[config.mk]
export PLATFORM = sky130hd
export DESIGN_NAME = walsh_cdma_spread_despread_flat
export DESIGN_NICKNAME = d
export VERILOG_FILES = /design/src/hw/rtl/wcd_pkg.sv /design/src/hw/rtl/wcd_if.sv /design/src/hw/rtl/wcd_cell.sv /design/src/hw/rtl/wcd_div.sv /design/src/hw/rtl/walsh_cdma_spread_despread.sv /design/src/flat_wrapper.sv
export VERILOG_INCLUDE_DIRS = /design/src /design/src/hw/rtl
export SDC_FILE = /design/constraint.sdc
export NUM_CORES = 1
export LEC_CHECK = 0
export BUFFER_PORTS_ARGS = -buffer_cell sky130_fd_sc_hd__buf_4
export CAP_MARGIN = 5
export CORE_AREA = 2 2 131 101
export CTS_BUF_LIST = sky130_fd_sc_hd__clkbuf_2 sky130_fd_sc_hd__clkbuf_4 sky130_fd_sc_hd__clkbuf_8
export DETAILED_ROUTE_END_ITERATION = 16
export DIE_AREA = 0 0 133 103
export PLACE_DENSITY = 0.69
export REMOVE_ABC_BUFFERS = 1
export SETUP_SLACK_MARGIN = 0.5
export SLEW_MARGIN = 20
export SYNTH_ARGS = -nofsm -noshare
export SYNTH_HDL_FRONTEND = slang
export SYNTH_SLANG_ARGS = --single-unit
[constraint.sdc]
create_clock -name clk -period 6.2 [get_ports clk]
set_clock_uncertainty 0.2 [all_clocks]
set_input_delay 0.31 -clock clk [delete_from_list [all_inputs] [get_ports clk]]
set_output_delay 0.31 -clock clk [all_outputs]
set_load 0.01 [all_outputs]
[src/hw/rtl/assert_macros.svh]
// assertion macros shared by the rtl modules
// expects signals clk and rst_n in the scope where a macro is used
`ifndef ASSERT_MACROS_SVH
`define ASSERT_MACROS_SVH

// property must hold at every rising edge outside reset
`define ASSERT_CLK(label, prop, msg) \
    label: assert property (@(posedge clk) disable iff (!rst_n) (prop)) else $error(msg);

// condition must never be seen at a rising edge outside reset
`define ASSERT_NEVER(label, cond, msg) \
    label: assert property (@(posedge clk) disable iff (!rst_n) !(cond)) else $error(msg);

`endif

[src/hw/rtl/wcd_pkg.sv]
// shared types, codes and helpers of the walsh cdma spreader / despreader
// no dependencies
`default_nettype none

package wcd_pkg;

    localparam int STATIONS_DEF = 4;

    localparam int CMD_W   = 2;
    localparam int IDX_W   = 6;
    localparam int SYM_W   = 2;
    localparam int CHIP_W  = 8;
    localparam int DELTA_W = 3;
    localparam int ACC_W   = 14;
    localparam int MAG_W   = 13;
    localparam int QUO_W   = 7;

    typedef logic [CMD_W-1:0]          cmd_t;
    typedef logic [IDX_W-1:0]          idx_t;
    typedef logic signed [SYM_W-1:0]   sym_t;
    typedef logic signed [CHIP_W-1:0]  chip_t;
    typedef logic signed [DELTA_W-1:0] delta_t;
    typedef logic signed [ACC_W-1:0]   acc_t;
    typedef logic [MAG_W-1:0]          mag_t;
    typedef logic [QUO_W-1:0]          quo_t;

    localparam cmd_t CMD_WRITE  = 2'd0;
    localparam cmd_t CMD_LISTEN = 2'd1;
    localparam cmd_t CMD_READ   = 2'd2;

    localparam logic KIND_SYMBOL = 1'b0;
    localparam logic KIND_CHIP   = 1'b1;

    localparam sym_t SYM_ZERO = 2'sb00;
    localparam sym_t SYM_POS  = 2'sb01;
    localparam sym_t SYM_NEG  = 2'sb11;

    // true when chip col of the code for row is -1
    function automatic logic walsh_odd(idx_t row, idx_t col);
        walsh_odd = ^(row & col);
    endfunction

    // the -2 pattern saturates to -1
    function automatic sym_t sym_decode(logic [SYM_W-1:0] bits);
        sym_t s;
        unique case (bits)
            2'b00:   s = SYM_ZERO;
            2'b01:   s = SYM_POS;
            default: s = SYM_NEG;
        endcase
        sym_decode = s;
    endfunction

endpackage

`default_nettype wire

[src/hw/rtl/wcd_if.sv]
// request and response channel interfaces of the walsh cdma block
// depends on wcd_pkg
`default_nettype none

interface wcd_req_if;
    logic          valid;
    logic          ready;
    wcd_pkg::cmd_t command;
    wcd_pkg::idx_t station;
    logic [wcd_pkg::SYM_W-1:0] symbol;

    modport source (output valid, command, station, symbol, input ready);
    modport sink (input valid, command, station, symbol, output ready);
endinterface

interface wcd_rsp_if;
    logic           valid;
    logic           ready;
    logic           kind;
    wcd_pkg::chip_t value;

    modport source (output valid, kind, value, input ready);
    modport sink (input valid, kind, value, output ready);
endinterface

`default_nettype wire

[src/hw/rtl/wcd_cell.sv]
// one ring cell: holds a channel chip and a station symbol
// hands both to its neighbor on every shift; depends on wcd_pkg
`default_nettype none

module wcd_cell (
    input  wire logic           clk,
    input  wire logic           rst_n,
    input  wire logic           shift,
    input  wire wcd_pkg::chip_t chip_in,
    input  wire wcd_pkg::sym_t  sym_in,
    output      wcd_pkg::chip_t chip,
    output      wcd_pkg::sym_t  sym
);

    wcd_pkg::chip_t chip_reg;
    wcd_pkg::sym_t  sym_reg;

    always_ff @(posedge clk or negedge rst_n)
    begin
        if (!rst_n)
        begin
            chip_reg <= '0;
            sym_reg  <= wcd_pkg::SYM_ZERO;
        end
        else if (shift)
        begin
            chip_reg <= chip_in;
            sym_reg  <= sym_in;
        end
    end

    assign chip = chip_reg;
    assign sym  = sym_reg;

endmodule

`default_nettype wire

[src/hw/rtl/wcd_div.sv]
// reciprocal-multiply divider of a correlation magnitude by STATIONS
// captures the magnitude, then multiplies and keeps the high bits; depends on wcd_pkg
`default_nettype none

module wcd_div #(
    parameter int STATIONS = wcd_pkg::STATIONS_DEF
) (
    input  wire logic          clk,
    input  wire logic          rst_n,
    input  wire logic          start,
    input  wire wcd_pkg::mag_t dividend,
    output      logic          done,
    output      wcd_pkg::quo_t quotient
);

    // floor(n / STATIONS) equals floor(n * RECIP / 2**SHIFT) for every n below 2**MAG_W
    localparam int SHIFT   = wcd_pkg::MAG_W + $clog2(STATIONS);
    localparam int RECIP_W = wcd_pkg::MAG_W + 2;
    localparam int PROD_W  = wcd_pkg::MAG_W + RECIP_W;
    localparam logic [RECIP_W-1:0] RECIP = RECIP_W'((2 ** SHIFT) / STATIONS + 1);

    wcd_pkg::mag_t     mag_reg;
    wcd_pkg::quo_t     quo_reg;
    logic              stage_reg;
    logic              done_reg;
    logic [PROD_W-1:0] product;

    assign product = PROD_W'(mag_reg) * PROD_W'(RECIP);

    always_ff @(posedge clk or negedge rst_n)
    begin
        if (!rst_n)
        begin
            stage_reg <= 1'b0;
            done_reg  <= 1'b0;
        end
        else
        begin
            stage_reg <= start;
            done_reg  <= stage_reg;
        end
    end

    always_ff @(posedge clk)
    begin
        if (start)
        begin
            mag_reg <= dividend;
        end
        if (stage_reg)
        begin
            quo_reg <= product[SHIFT +: wcd_pkg::QUO_W];
        end
    end

    assign done     = done_reg;
    assign quotient = quo_reg;

endmodule

`default_nettype wire

[src/hw/rtl/walsh_cdma_spread_despread.sv]
// walsh cdma spreader / despreader: a ring of STATIONS cells rotates one chip per cycle while a pass runs
// write: a symbol pass, then a spread pass, then back to idle
// listen: a correlation pass over the ring, then the divider, then the finish state
// read: a full pass for the ring to come around, then the finish state
// asynchronous active-low reset clears all symbols and chips, no clearing pass
// one request at a time; a stalled response holds the next result in its finish state
`default_nettype none
`include "assert_macros.svh"

module walsh_cdma_spread_despread #(
    parameter int STATIONS = wcd_pkg::STATIONS_DEF
) (
    input  wire logic clk,
    input  wire logic rst_n,
    wcd_req_if.sink   req,
    wcd_rsp_if.source rsp
);

    localparam int STEP_W = $clog2(STATIONS);
    localparam logic [STEP_W-1:0] STEP_LAST = STEP_W'(STATIONS - 1);

    typedef enum logic [2:0] {
        ST_IDLE,
        ST_SCAN,
        ST_SPREAD,
        ST_LISTEN,
        ST_READ,
        ST_DIVIDE,
        ST_FINISH
    } state_t;

    state_t              state_reg, state_next;
    logic [STEP_W-1:0]   step_reg, step_next;
    wcd_pkg::idx_t       idx_reg, idx_next;
    wcd_pkg::sym_t       new_sym_reg, new_sym_next;
    wcd_pkg::sym_t       old_sym_reg, old_sym_next;
    wcd_pkg::acc_t       acc_reg, acc_next;
    logic                neg_reg, neg_next;
    logic                res_kind_reg, res_kind_next;
    wcd_pkg::chip_t      res_value_reg, res_value_next;
    logic                out_valid_reg, out_valid_next;
    logic                out_kind_reg, out_kind_next;
    wcd_pkg::chip_t      out_value_reg, out_value_next;

    wcd_pkg::chip_t chip_w [STATIONS];
    wcd_pkg::sym_t  sym_w  [STATIONS];
    wcd_pkg::chip_t ring_chip_in;
    wcd_pkg::sym_t  ring_sym_in;
    logic           shift;
    logic           step_hit;
    logic           odd;
    wcd_pkg::delta_t delta;
    wcd_pkg::acc_t  term;
    wcd_pkg::acc_t  acc_sum;
    wcd_pkg::acc_t  acc_abs;
    logic           div_start;
    logic           div_done;
    wcd_pkg::quo_t  quotient;
    wcd_pkg::chip_t quo_ext;
    logic           in_range;
    logic           req_starts;

    assign shift    = (state_reg == ST_SCAN) || (state_reg == ST_SPREAD) ||
                      (state_reg == ST_LISTEN) || (state_reg == ST_READ);
    assign step_hit = wcd_pkg::idx_t'(step_reg) == idx_reg;
    assign odd      = wcd_pkg::walsh_odd(idx_reg, wcd_pkg::idx_t'(step_reg));
    assign delta    = wcd_pkg::delta_t'(new_sym_reg) - wcd_pkg::delta_t'(old_sym_reg);
    assign term     = wcd_pkg::acc_t'(chip_w[0]);
    assign acc_sum  = odd ? (acc_reg - term) : (acc_reg + term);
    assign acc_abs  = acc_sum[wcd_pkg::ACC_W-1] ? (wcd_pkg::acc_t'(0) - acc_sum) : acc_sum;
    assign quo_ext  = wcd_pkg::chip_t'(quotient);
    assign in_range = {1'b0, req.station} < (wcd_pkg::IDX_W + 1)'(STATIONS);

    // request that leaves idle: in range and a defined command
    assign req_starts = req.valid && req.ready && in_range &&
                        (req.command <= wcd_pkg::CMD_READ);

    // cell 0 is the head; its contents re-enter the ring at the far end
    always_comb
    begin
        ring_chip_in = chip_w[0];
        ring_sym_in  = sym_w[0];
        if (state_reg == ST_SCAN && step_hit)
        begin
            ring_sym_in = new_sym_reg;
        end
        if (state_reg == ST_SPREAD)
        begin
            ring_chip_in = odd ? (chip_w[0] - wcd_pkg::chip_t'(delta))
                               : (chip_w[0] + wcd_pkg::chip_t'(delta));
        end
    end

    for (genvar k = 0; k < STATIONS; k++)
    begin : g_ring
        if (k == STATIONS - 1)
        begin : g_tail
            wcd_cell u_cell (
                .clk     (clk),
                .rst_n   (rst_n),
                .shift   (shift),
                .chip_in (ring_chip_in),
                .sym_in  (ring_sym_in),
                .chip    (chip_w[k]),
                .sym     (sym_w[k])
            );
        end
        else
        begin : g_body
            wcd_cell u_cell (
                .clk     (clk),
                .rst_n   (rst_n),
                .shift   (shift),
                .chip_in (chip_w[k+1]),
                .sym_in  (sym_w[k+1]),
                .chip    (chip_w[k]),
                .sym     (sym_w[k])
            );
        end
    end

    assign div_start = (state_reg == ST_LISTEN) && (step_reg == STEP_LAST);

    wcd_div #(
        .STATIONS (STATIONS)
    ) u_div (
        .clk      (clk),
        .rst_n    (rst_n),
        .start    (div_start),
        .dividend (acc_abs[wcd_pkg::MAG_W-1:0]),
        .done     (div_done),
        .quotient (quotient)
    );

    always_comb
    begin
        state_next     = state_reg;
        step_next      = step_reg;
        idx_next       = idx_reg;
        new_sym_next   = new_sym_reg;
        old_sym_next   = old_sym_reg;
        acc_next       = acc_reg;
        neg_next       = neg_reg;
        res_kind_next  = res_kind_reg;
        res_value_next = res_value_reg;
        out_kind_next  = out_kind_reg;
        out_value_next = out_value_reg;
        out_valid_next = out_valid_reg && !rsp.ready;

        if (shift)
        begin
            step_next = (step_reg == STEP_LAST) ? '0 : step_reg + 1'b1;
        end

        unique case (state_reg)
            ST_IDLE:
            begin
                if (req.valid)
                begin
                    idx_next     = req.station;
                    new_sym_next = wcd_pkg::sym_decode(req.symbol);
                    acc_next     = '0;
                    step_next    = '0;
                    if (in_range)
                    begin
                        priority case (req.command)
                            wcd_pkg::CMD_WRITE:  state_next = ST_SCAN;
                            wcd_pkg::CMD_LISTEN: state_next = ST_LISTEN;
                            wcd_pkg::CMD_READ:   state_next = ST_READ;
                            default:             state_next = ST_IDLE;
                        endcase
                    end
                end
            end
            ST_SCAN:
            begin
                if (step_hit)
                begin
                    old_sym_next = sym_w[0];
                end
                if (step_reg == STEP_LAST)
                begin
                    state_next = ST_SPREAD;
                end
            end
            ST_SPREAD:
            begin
                if (step_reg == STEP_LAST)
                begin
                    state_next = ST_IDLE;
                end
            end
            ST_LISTEN:
            begin
                acc_next = acc_sum;
                if (step_reg == STEP_LAST)
                begin
                    neg_next   = acc_sum[wcd_pkg::ACC_W-1];
                    state_next = ST_DIVIDE;
                end
            end
            ST_READ:
            begin
                if (step_hit)
                begin
                    res_kind_next  = wcd_pkg::KIND_CHIP;
                    res_value_next = chip_w[0];
                end
                if (step_reg == STEP_LAST)
                begin
                    state_next = ST_FINISH;
                end
            end
            ST_DIVIDE:
            begin
                if (div_done)
                begin
                    res_kind_next  = wcd_pkg::KIND_SYMBOL;
                    res_value_next = neg_reg ? (wcd_pkg::chip_t'(0) - quo_ext) : quo_ext;
                    state_next     = ST_FINISH;
                end
            end
            ST_FINISH:
            begin
                // wait for the output register to drain
                if (!out_valid_reg || rsp.ready)
                begin
                    out_valid_next = 1'b1;
                    out_kind_next  = res_kind_reg;
                    out_value_next = res_value_reg;
                    state_next     = ST_IDLE;
                end
            end
            default:
            begin
                state_next = ST_IDLE;
            end
        endcase
    end

    always_ff @(posedge clk or negedge rst_n)
    begin
        if (!rst_n)
        begin
            state_reg     <= ST_IDLE;
            step_reg      <= '0;
            out_valid_reg <= 1'b0;
        end
        else
        begin
            state_reg     <= state_next;
            step_reg      <= step_next;
            out_valid_reg <= out_valid_next;
        end
    end

    always_ff @(posedge clk)
    begin
        idx_reg       <= idx_next;
        new_sym_reg   <= new_sym_next;
        old_sym_reg   <= old_sym_next;
        acc_reg       <= acc_next;
        neg_reg       <= neg_next;
        res_kind_reg  <= res_kind_next;
        res_value_reg <= res_value_next;
        out_kind_reg  <= out_kind_next;
        out_value_reg <= out_value_next;
    end

    assign req.ready = (state_reg == ST_IDLE);
    assign rsp.valid = out_valid_reg;
    assign rsp.kind  = out_kind_reg;
    assign rsp.value = out_value_reg;

    `ASSERT_CLK(a_request_blocks_next, req_starts |=> !req.ready, "request taken while busy")
    `ASSERT_CLK(a_rsp_from_finish, $rose(rsp.valid) |-> $past(state_reg == ST_FINISH), "response without finished request")
    `ASSERT_NEVER(a_step_range, step_reg > STEP_LAST, "ring step past last station")
    `ASSERT_CLK(a_div_done_in_divide, div_done |-> (state_reg == ST_DIVIDE), "divider finished outside divide")
    `ASSERT_CLK(a_ring_stops_idle, (state_reg == ST_IDLE) |-> (step_reg == '0), "ring left misaligned")

endmodule

`default_nettype wire

[src/flat_wrapper.sv]
// flat-port wrapper written by rule: the top's interface ports become plain ports
module walsh_cdma_spread_despread_flat 
#(
    parameter int STATIONS = wcd_pkg::STATIONS_DEF
)
  (clk, rst_n, req_valid, req_command, req_station, req_symbol, req_ready, rsp_valid, rsp_kind, rsp_value, rsp_ready);
  wcd_req_if req_i ();
  wcd_rsp_if rsp_i ();
  input  wire logic clk;
  input  wire logic rst_n;
  input wire logic [$bits(req_i.valid)-1:0] req_valid;
  input wire logic [$bits(req_i.command)-1:0] req_command;
  input wire logic [$bits(req_i.station)-1:0] req_station;
  input wire logic [$bits(req_i.symbol)-1:0] req_symbol;
  output wire logic [$bits(req_i.ready)-1:0] req_ready;
  output wire logic [$bits(rsp_i.valid)-1:0] rsp_valid;
  output wire logic [$bits(rsp_i.kind)-1:0] rsp_kind;
  output wire logic [$bits(rsp_i.value)-1:0] rsp_value;
  input wire logic [$bits(rsp_i.ready)-1:0] rsp_ready;
  assign req_i.valid = req_valid;
  assign req_i.command = req_command;
  assign req_i.station = req_station;
  assign req_i.symbol = req_symbol;
  assign req_ready = req_i.ready;
  assign rsp_valid = rsp_i.valid;
  assign rsp_kind = rsp_i.kind;
  assign rsp_value = rsp_i.value;
  assign rsp_i.ready = rsp_ready;
  walsh_cdma_spread_despread #(.STATIONS(STATIONS)) u_core (.clk(clk), .rst_n(rst_n), .req(req_i), .rsp(rsp_i));
endmodule
# [Word-level counts from Yosys, hierarchy flattened]
# Cells that the tools add are included.
[totals] register_bits=111 inputBits=14
[op_classes] add_sub_neg=8 n_mul=1 magnitude_cmp=1 eq_ne=20 n_mux=31 n_bitwise=1 reduce_logical=22
[ops] cell="8-bit two-way mux" n=5
[ops] cell="14-bit two-way mux" n=2
[ops] cell="14-bit case mux with 2 select lines" n=1
[ops] cell="3-bit two-way mux" n=8
[ops] cell="13-bit by 14-bit multiplier with 22-bit output (second input constant)" n=1
[ops] cell="3-bit case mux with 7 select lines" n=1
[ops] cell="8-bit case mux with 2 select lines" n=1
[ops] cell="14-bit by 8-bit adder with 14-bit output" n=1
[ops] cell="14-bit by 8-bit subtractor with 14-bit output" n=1
[ops] cell="13-bit two-way mux" n=1
[ops] cell="1-bit by 13-bit subtractor with 13-bit output (first input constant)" n=1
[ops] cell="2-bit inequality test (second input constant)" n=6
[ops] cell="2-bit two-way mux" n=5
[ops] cell="2-bit AND reduction" n=5
[ops] cell="3-bit equality test (second input constant)" n=3
[ops] cell="3-bit case mux with 3 select lines" n=1
[ops] cell="8-bit by 3-bit adder with 8-bit output" n=1
[ops] cell="8-bit AND reduction" n=1
[ops] cell="1-bit by 7-bit subtractor with 8-bit output (first input constant)" n=1
[ops] cell="8-bit by 3-bit subtractor with 8-bit output" n=1
[ops] cell="6-bit by 2-bit bitwise AND with 6-bit output" n=1
[ops] cell="2-bit by 6-bit equality test with 1-bit output" n=1
[ops] cell="3-bit by 2-bit equality test with 1-bit output (second input constant)" n=2
[ops] cell="6-bit by 3-bit < comparator with 1-bit output (second input constant)" n=1
[ops] cell="17 further kinds" n=32

# [Depth between registers and ports, before layout]
[logic_depth] word_depth=7 mapped_depth=18 ltp_nobuf=18

# [Modules after synthesis]
# A second synthesis with hierarchy kept.
[unflattened] cells_unflattened=529 area_unflattened_um2=6065.8
[by_module_without_submodules] mod="walsh_cdma_spread_despread" n_inst=1 cells_each=429 area_each_um2=3948.8
[by_module_without_submodules] mod="wcd_cell" n_inst=4 cells_each=21 area_each_um2=411.6
[by_module_without_submodules] mod="wcd_div" n_inst=1 cells_each=16 area_each_um2=470.5

# [Worst setup path after synthesis]
# Ideal clock, no wire load.
[synth_path] kind="reg2reg" startpoint="register u_core.step_reg[1]" endpoint="register u_core.u_div.mag_reg[8], data pin" t_arrival_ns=3.181 t_required_ns=5.738 setup_slack_ns=2.556 stages_incl_launch_ff=13 path_buffers=1 period_less_slack_ns=3.644 cell_sequence="dfrtp_1 > ha_1 > xnor2_1 > clkbuf_1 > o31ai_1 > xor2_1 > ha_1 > a21oi_1 > a21boi_0 > or4_2 > o311ai_0 > a31oi_2 > xnor2_1"
[synth_between] elab_chain_cells=5
[synth_rtl] item="start, declared" line="walsh_cdma_spread_despread.sv:33" rtl="logic [STEP_W-1:0] step_reg, step_next;"
[synth_rtl] item="start signal, assigned" line="walsh_cdma_spread_despread.sv:252" rtl="step_reg <= step_next;"
[synth_rtl] item="6-bit by 2-bit bitwise AND with 6-bit output *" line="wcd_pkg.sv:40" rtl="walsh_odd = ^(row & col);"
[synth_rtl] item="6-bit parity *" line="wcd_pkg.sv:40"
[synth_rtl] item="14-bit two-way mux *" line="walsh_cdma_spread_despread.sv:69" rtl="assign acc_sum = odd ? (acc_reg - term) : (acc_reg + term);"
[synth_rtl] item="1-bit by 13-bit subtractor with 13-bit output" line="walsh_cdma_spread_despread.sv:70" rtl="assign acc_abs = acc_sum[wcd_pkg::ACC_W-1] ? (wcd_pkg::acc_t'(0) - acc_sum) : acc_sum;"
[synth_rtl] item="13-bit two-way mux *" line="walsh_cdma_spread_despread.sv:70"
[synth_rtl] item="net u_core.acc_abs[8]" line="walsh_cdma_spread_despread.sv:55" rtl="wcd_pkg::acc_t acc_abs;"
[synth_rtl] item="end signal, assigned" line="wcd_div.sv:48" rtl="mag_reg <= dividend;"
[synth_rtl] item="end, declared" line="wcd_div.sv:22" rtl="wcd_pkg::mag_t mag_reg;"
# The timed path passes the listed nets; every way through them passes the cells marked *.
# A chain may end at the register's enable or synchronous reset.

# [Final worst setup path]
# Ends and elaborated chain as after synthesis.

==> flow_results.org <==
** Timing
- Max-Slew Margin vs Limit :: 31.4%
- The number of hold violations in the final report came to 0.
- Unrepaired setup endpoints after global routing :: no
- Derived from the worst setup path, the maximum achievable clock frequency is approximately 240 MHz.
- Setup violations remaining at the end of the flow were counted as 0.
- Actual slew at the worst max-slew pin :: 1.02 ns
- Dividing the final minimum period by the clock period gives around 70%.
- Pins Over Slew Limit :: 0
- After routing, the total negative slack on setup checks comes to 0 ns.
- Final critical path time including I/O delays and setup :: about 4.2 ns
- Final critical-path setup slack :: a little under 2 ns

** Detailed routing
- After the first detailed-routing iteration, the DRC count stood at ~160.
- Length of routed met3 wiring :: 512 um
- Post-DR vias/cell :: a little over 5
- The detail route stage leaves a number of antenna-violating nets equal to 0.
- DRC violation count after routing :: 0
- Routed length on met1 :: between 4000 and 5000 um
- Count of vias placed by the detailed router :: approximately 3700
- Metal2 WL :: roughly 4800 um
- Total length of routed wires :: roughly 11000 um
- DRT Pass-1 Iters :: 4
- In the final routed layout, each cell accounts on average for roughly 14 um.
- Highest routed layer :: met4

** Global routing
- Via count of the first global-routing pass :: about 3600
- The first global-routing pass estimated between 15000 and 20000 um of wire.
- Entering global routing, the biggest net connects between 40 and 50 pins.
- Global routing used between 10% and 20% of the available tracks.
- Initial antenna violation count :: 0
- For this run the aggregate overflow at the end of global routing stands at 0.

** Setup path
- Category of the most critical setup path :: register to register
- Delay of the slowest cell on the worst path :: 0.75 ns
- In this run the worst path has a maximum fanout of 12.
- The worst setup path is launched from a register.
- The critical path goes through ha_1 > xnor2_1 > o31ai_1 > xor2_1 > ha_1 > a21oi_1 > a21boi_0 > o31ai_1 > o311ai_0 > a31oi_2 > xnor2_1.
- The setup check on the worst reg-to-reg path leaves a slack of around 2.0 ns.
- Data required, critical path :: between 6 and 7 ns
- CP max stage cell :: sky130_fd_sc_hd__xnor2_1
- The worst setup path is captured at a register.
- Worst Reg2Reg Path Length in Cells :: 11
- Signal arrival time at the worst endpoint :: around 4.2 ns

** Synth
- Synth Warn # :: 0
- Synthesis instantiated 54 different standard cells from the library.
- After technology mapping, the gate count stands at approximately 530.
- Number of flops mapped to enable cells by yosys :: 57
- Seq cells post-synth :: between 100 and 150
- Dividing the synthesized area by the synthesized cell count gives around 10 um^2.
- Async S/R FF share, synth :: 45.7%
- Summing the sequential cell areas from Yosys gives 53.1% of the chip area.
- Post-synthesis instance area :: between 0.005 and 0.006 mm^2
- Top flip-flop cell by instance count after synthesis :: sky130_fd_sc_hd__edfxtp_1

** Job
- Number of max-capacitance violations reported :: 0

** Cells and area
- Final cell count without fillers :: around 730
- Ant. Diodes :: 0
- Max FFs per register :: 24
- Number of nets in the layout :: roughly 600
- Cells with a size suffix above 1 make up around 10% of the layout.
- Layout Cell Area excl Fill :: 0.00610 mm^2
- Area delta synth->final :: 11.2%

** Floorplan
- In this run the horizontal extent of the chip is around 130 um.
- The die covers 0.0137 mm^2.
- Placeable core area :: ~0.013 mm^2
- Num rows :: 36
- For this configuration, the core starts out at a cell density of roughly 44%.
- Io pins :: 25
- Die height :: roughly 100 um

** Placed design
- Count of buffers inserted at the top-level ports :: 24
- Prior to clock tree synthesis, the placed netlist has a worst setup slack of about 2 ns.
- Once placement finished, the instance area stood at 0.00582 mm^2.
- DP Wirelength :: roughly 7600 um
- Routability-driven placement finished with a final weighted congestion of 0.931.
- Post-placement cell count :: 708

** Clock tree
- Number of clock sinks :: roughly 110
- Clock transition at path regs :: 0.11 ns
- TritonCTS clock tree :: yes
- Htree depth :: 3
- Counting the buffers created by CTS gives 9.
- Root buf cell :: sky130_fd_sc_hd__clkbuf_8
- CTS max path bufs :: 2
- For the worst-skew pair, the clock arrives at the later sink with an insertion delay of around 0.38 ns.
- Setup repair bufs after CTS :: 0

** Min path
- The worst hold path was traced through 3 stages.
- In this run the worst hold path is classified as primary input to register.

** Outcome
- The flow ran to the end, and the final reports show no timing, DRC or antenna violations.
==> cell families after synthesis <==
logic type | synth area share [%]
xor gates and xnor gates | 6.06
buffers and inverters | 3.01
DFF | 53.1
muxes | 1.89
adders and majority gates | 7.71
AOI/OAI and AO/OA | 11.5
and+or+nand+nor | 16.7
==> Yosys cell counts, types with 7 or more instances <==
library cell	number	area [um^2]
sky130_fd_sc_hd__o21ai_0	32	160
sky130_fd_sc_hd__dfrtp_1	48	1200
sky130_fd_sc_hd__edfxtp_1	57	1710
sky130_fd_sc_hd__xor2_1	14	123
sky130_fd_sc_hd__nor2_1	38	143
sky130_fd_sc_hd__a21o_1	9	67.6
sky130_fd_sc_hd__inv_1	23	86.3
sky130_fd_sc_hd__and2_1	7	43.8
sky130_fd_sc_hd__clkbuf_1	16	60.1
sky130_fd_sc_hd__a21oi_1	24	120
sky130_fd_sc_hd__nand2_1	125	469
sky130_fd_sc_hd__mux2i_1	7	70.1
sky130_fd_sc_hd__ha_1	29	363
sky130_fd_sc_hd__xnor2_1	19	166
==> routing by layer <==
layer | global-route usage, % | up-vias
li1 | - | 1883
met1 | 21.9 | 1774
met4 | 6.29 | 0
met3 | 4.13 | 17
met2 | 26.9 | 75
met5 | 0 | -
==> area by class of cell <==
type	count	area [um^2]
sequential	105	2910
clock buffer	10	131
timing repair buffer	35	285
fill	1151	6470
multi-input combinational	383	2410
tap	171	214
clock inverter	6	61.3
inverter	23	86.3
==> critical path: cells and delay by family (launching register included) <==
| family | cells | cell delay (ns) |
|---|---|---|
| AOI/OAI and AO/OA | 6 | 1.73 |
| DFF | 1 | 0.41 |
| adders and majority gates | 2 | 0.62 |
| xor gates and xnor gates | 3 | 1.04 |
==> cell usage in the layout, fill, tap and decap left out, types with 3 or more instances in the layout <==
cell,Yosys,routed
sky130_fd_sc_hd__xnor2_1,19,19
sky130_fd_sc_hd__o31ai_1,5,5
sky130_fd_sc_hd__mux2i_1,7,7
sky130_fd_sc_hd__fa_1,3,3
sky130_fd_sc_hd__clkbuf_8,0,9
sky130_fd_sc_hd__dfrtp_1,48,48
sky130_fd_sc_hd__buf_4,1,26
sky130_fd_sc_hd__a311oi_1,3,3
sky130_fd_sc_hd__nor2_1,38,38
sky130_fd_sc_hd__a21o_1,9,9
sky130_fd_sc_hd__edfxtp_1,57,57
sky130_fd_sc_hd__a211o_1,3,3
sky130_fd_sc_hd__and2_1,7,8
sky130_fd_sc_hd__nor2b_1,3,3
sky130_fd_sc_hd__nand3_1,6,6
sky130_fd_sc_hd__a21oi_1,24,24
sky130_fd_sc_hd__or3_1,4,4
sky130_fd_sc_hd__xor2_1,14,14
sky130_fd_sc_hd__inv_1,23,23
sky130_fd_sc_hd__ha_1,29,29
sky130_fd_sc_hd__nand2b_1,5,5
sky130_fd_sc_hd__o21ai_0,32,32
sky130_fd_sc_hd__a31oi_1,4,4
sky130_fd_sc_hd__nor4_1,4,4
sky130_fd_sc_hd__nor3_1,6,6
sky130_fd_sc_hd__nand2_1,125,125
sky130_fd_sc_hd__dlygate4sd3_1,0,9
==> through the flow <==
step,utilization (%),hold slack (ns)
floorplan,-,-0.186
global placement,46.3,0.159
detailed placement,46.3,0.171
CTS,48.5,0.0326
global route,48.5,0.0537
finish,48.5,0.0507
==> timing repair <==
item	4_1_cts	5_1_grt
hold buffers	9	0
resized for setup	0	0
endpoints found under the hold margin	56	0
==> path summary, 6_finish.rpt <==
kind | from | end
worst max-delay path | u_core.step_reg[1] | u_core.u_div.mag_reg[8]
worst min-delay path | req_command[1] | u_core.state_reg[1]
worst max register to register | u_core.step_reg[1] | u_core.u_div.mag_reg[8]
worst min register to register | u_core.res_value_reg[4] | u_core.rsp.value[4]
max in group asynchronous | rst_n | u_core.g_ring[0].g_body.u_cell.chip[0]
min in group asynchronous | rst_n | u_core.g_ring[0].g_body.u_cell.sym[0]
Power is left out: the tool's default activity adds up to more than one toggle a clock period on the data nets, which glitch-free logic cannot reach.
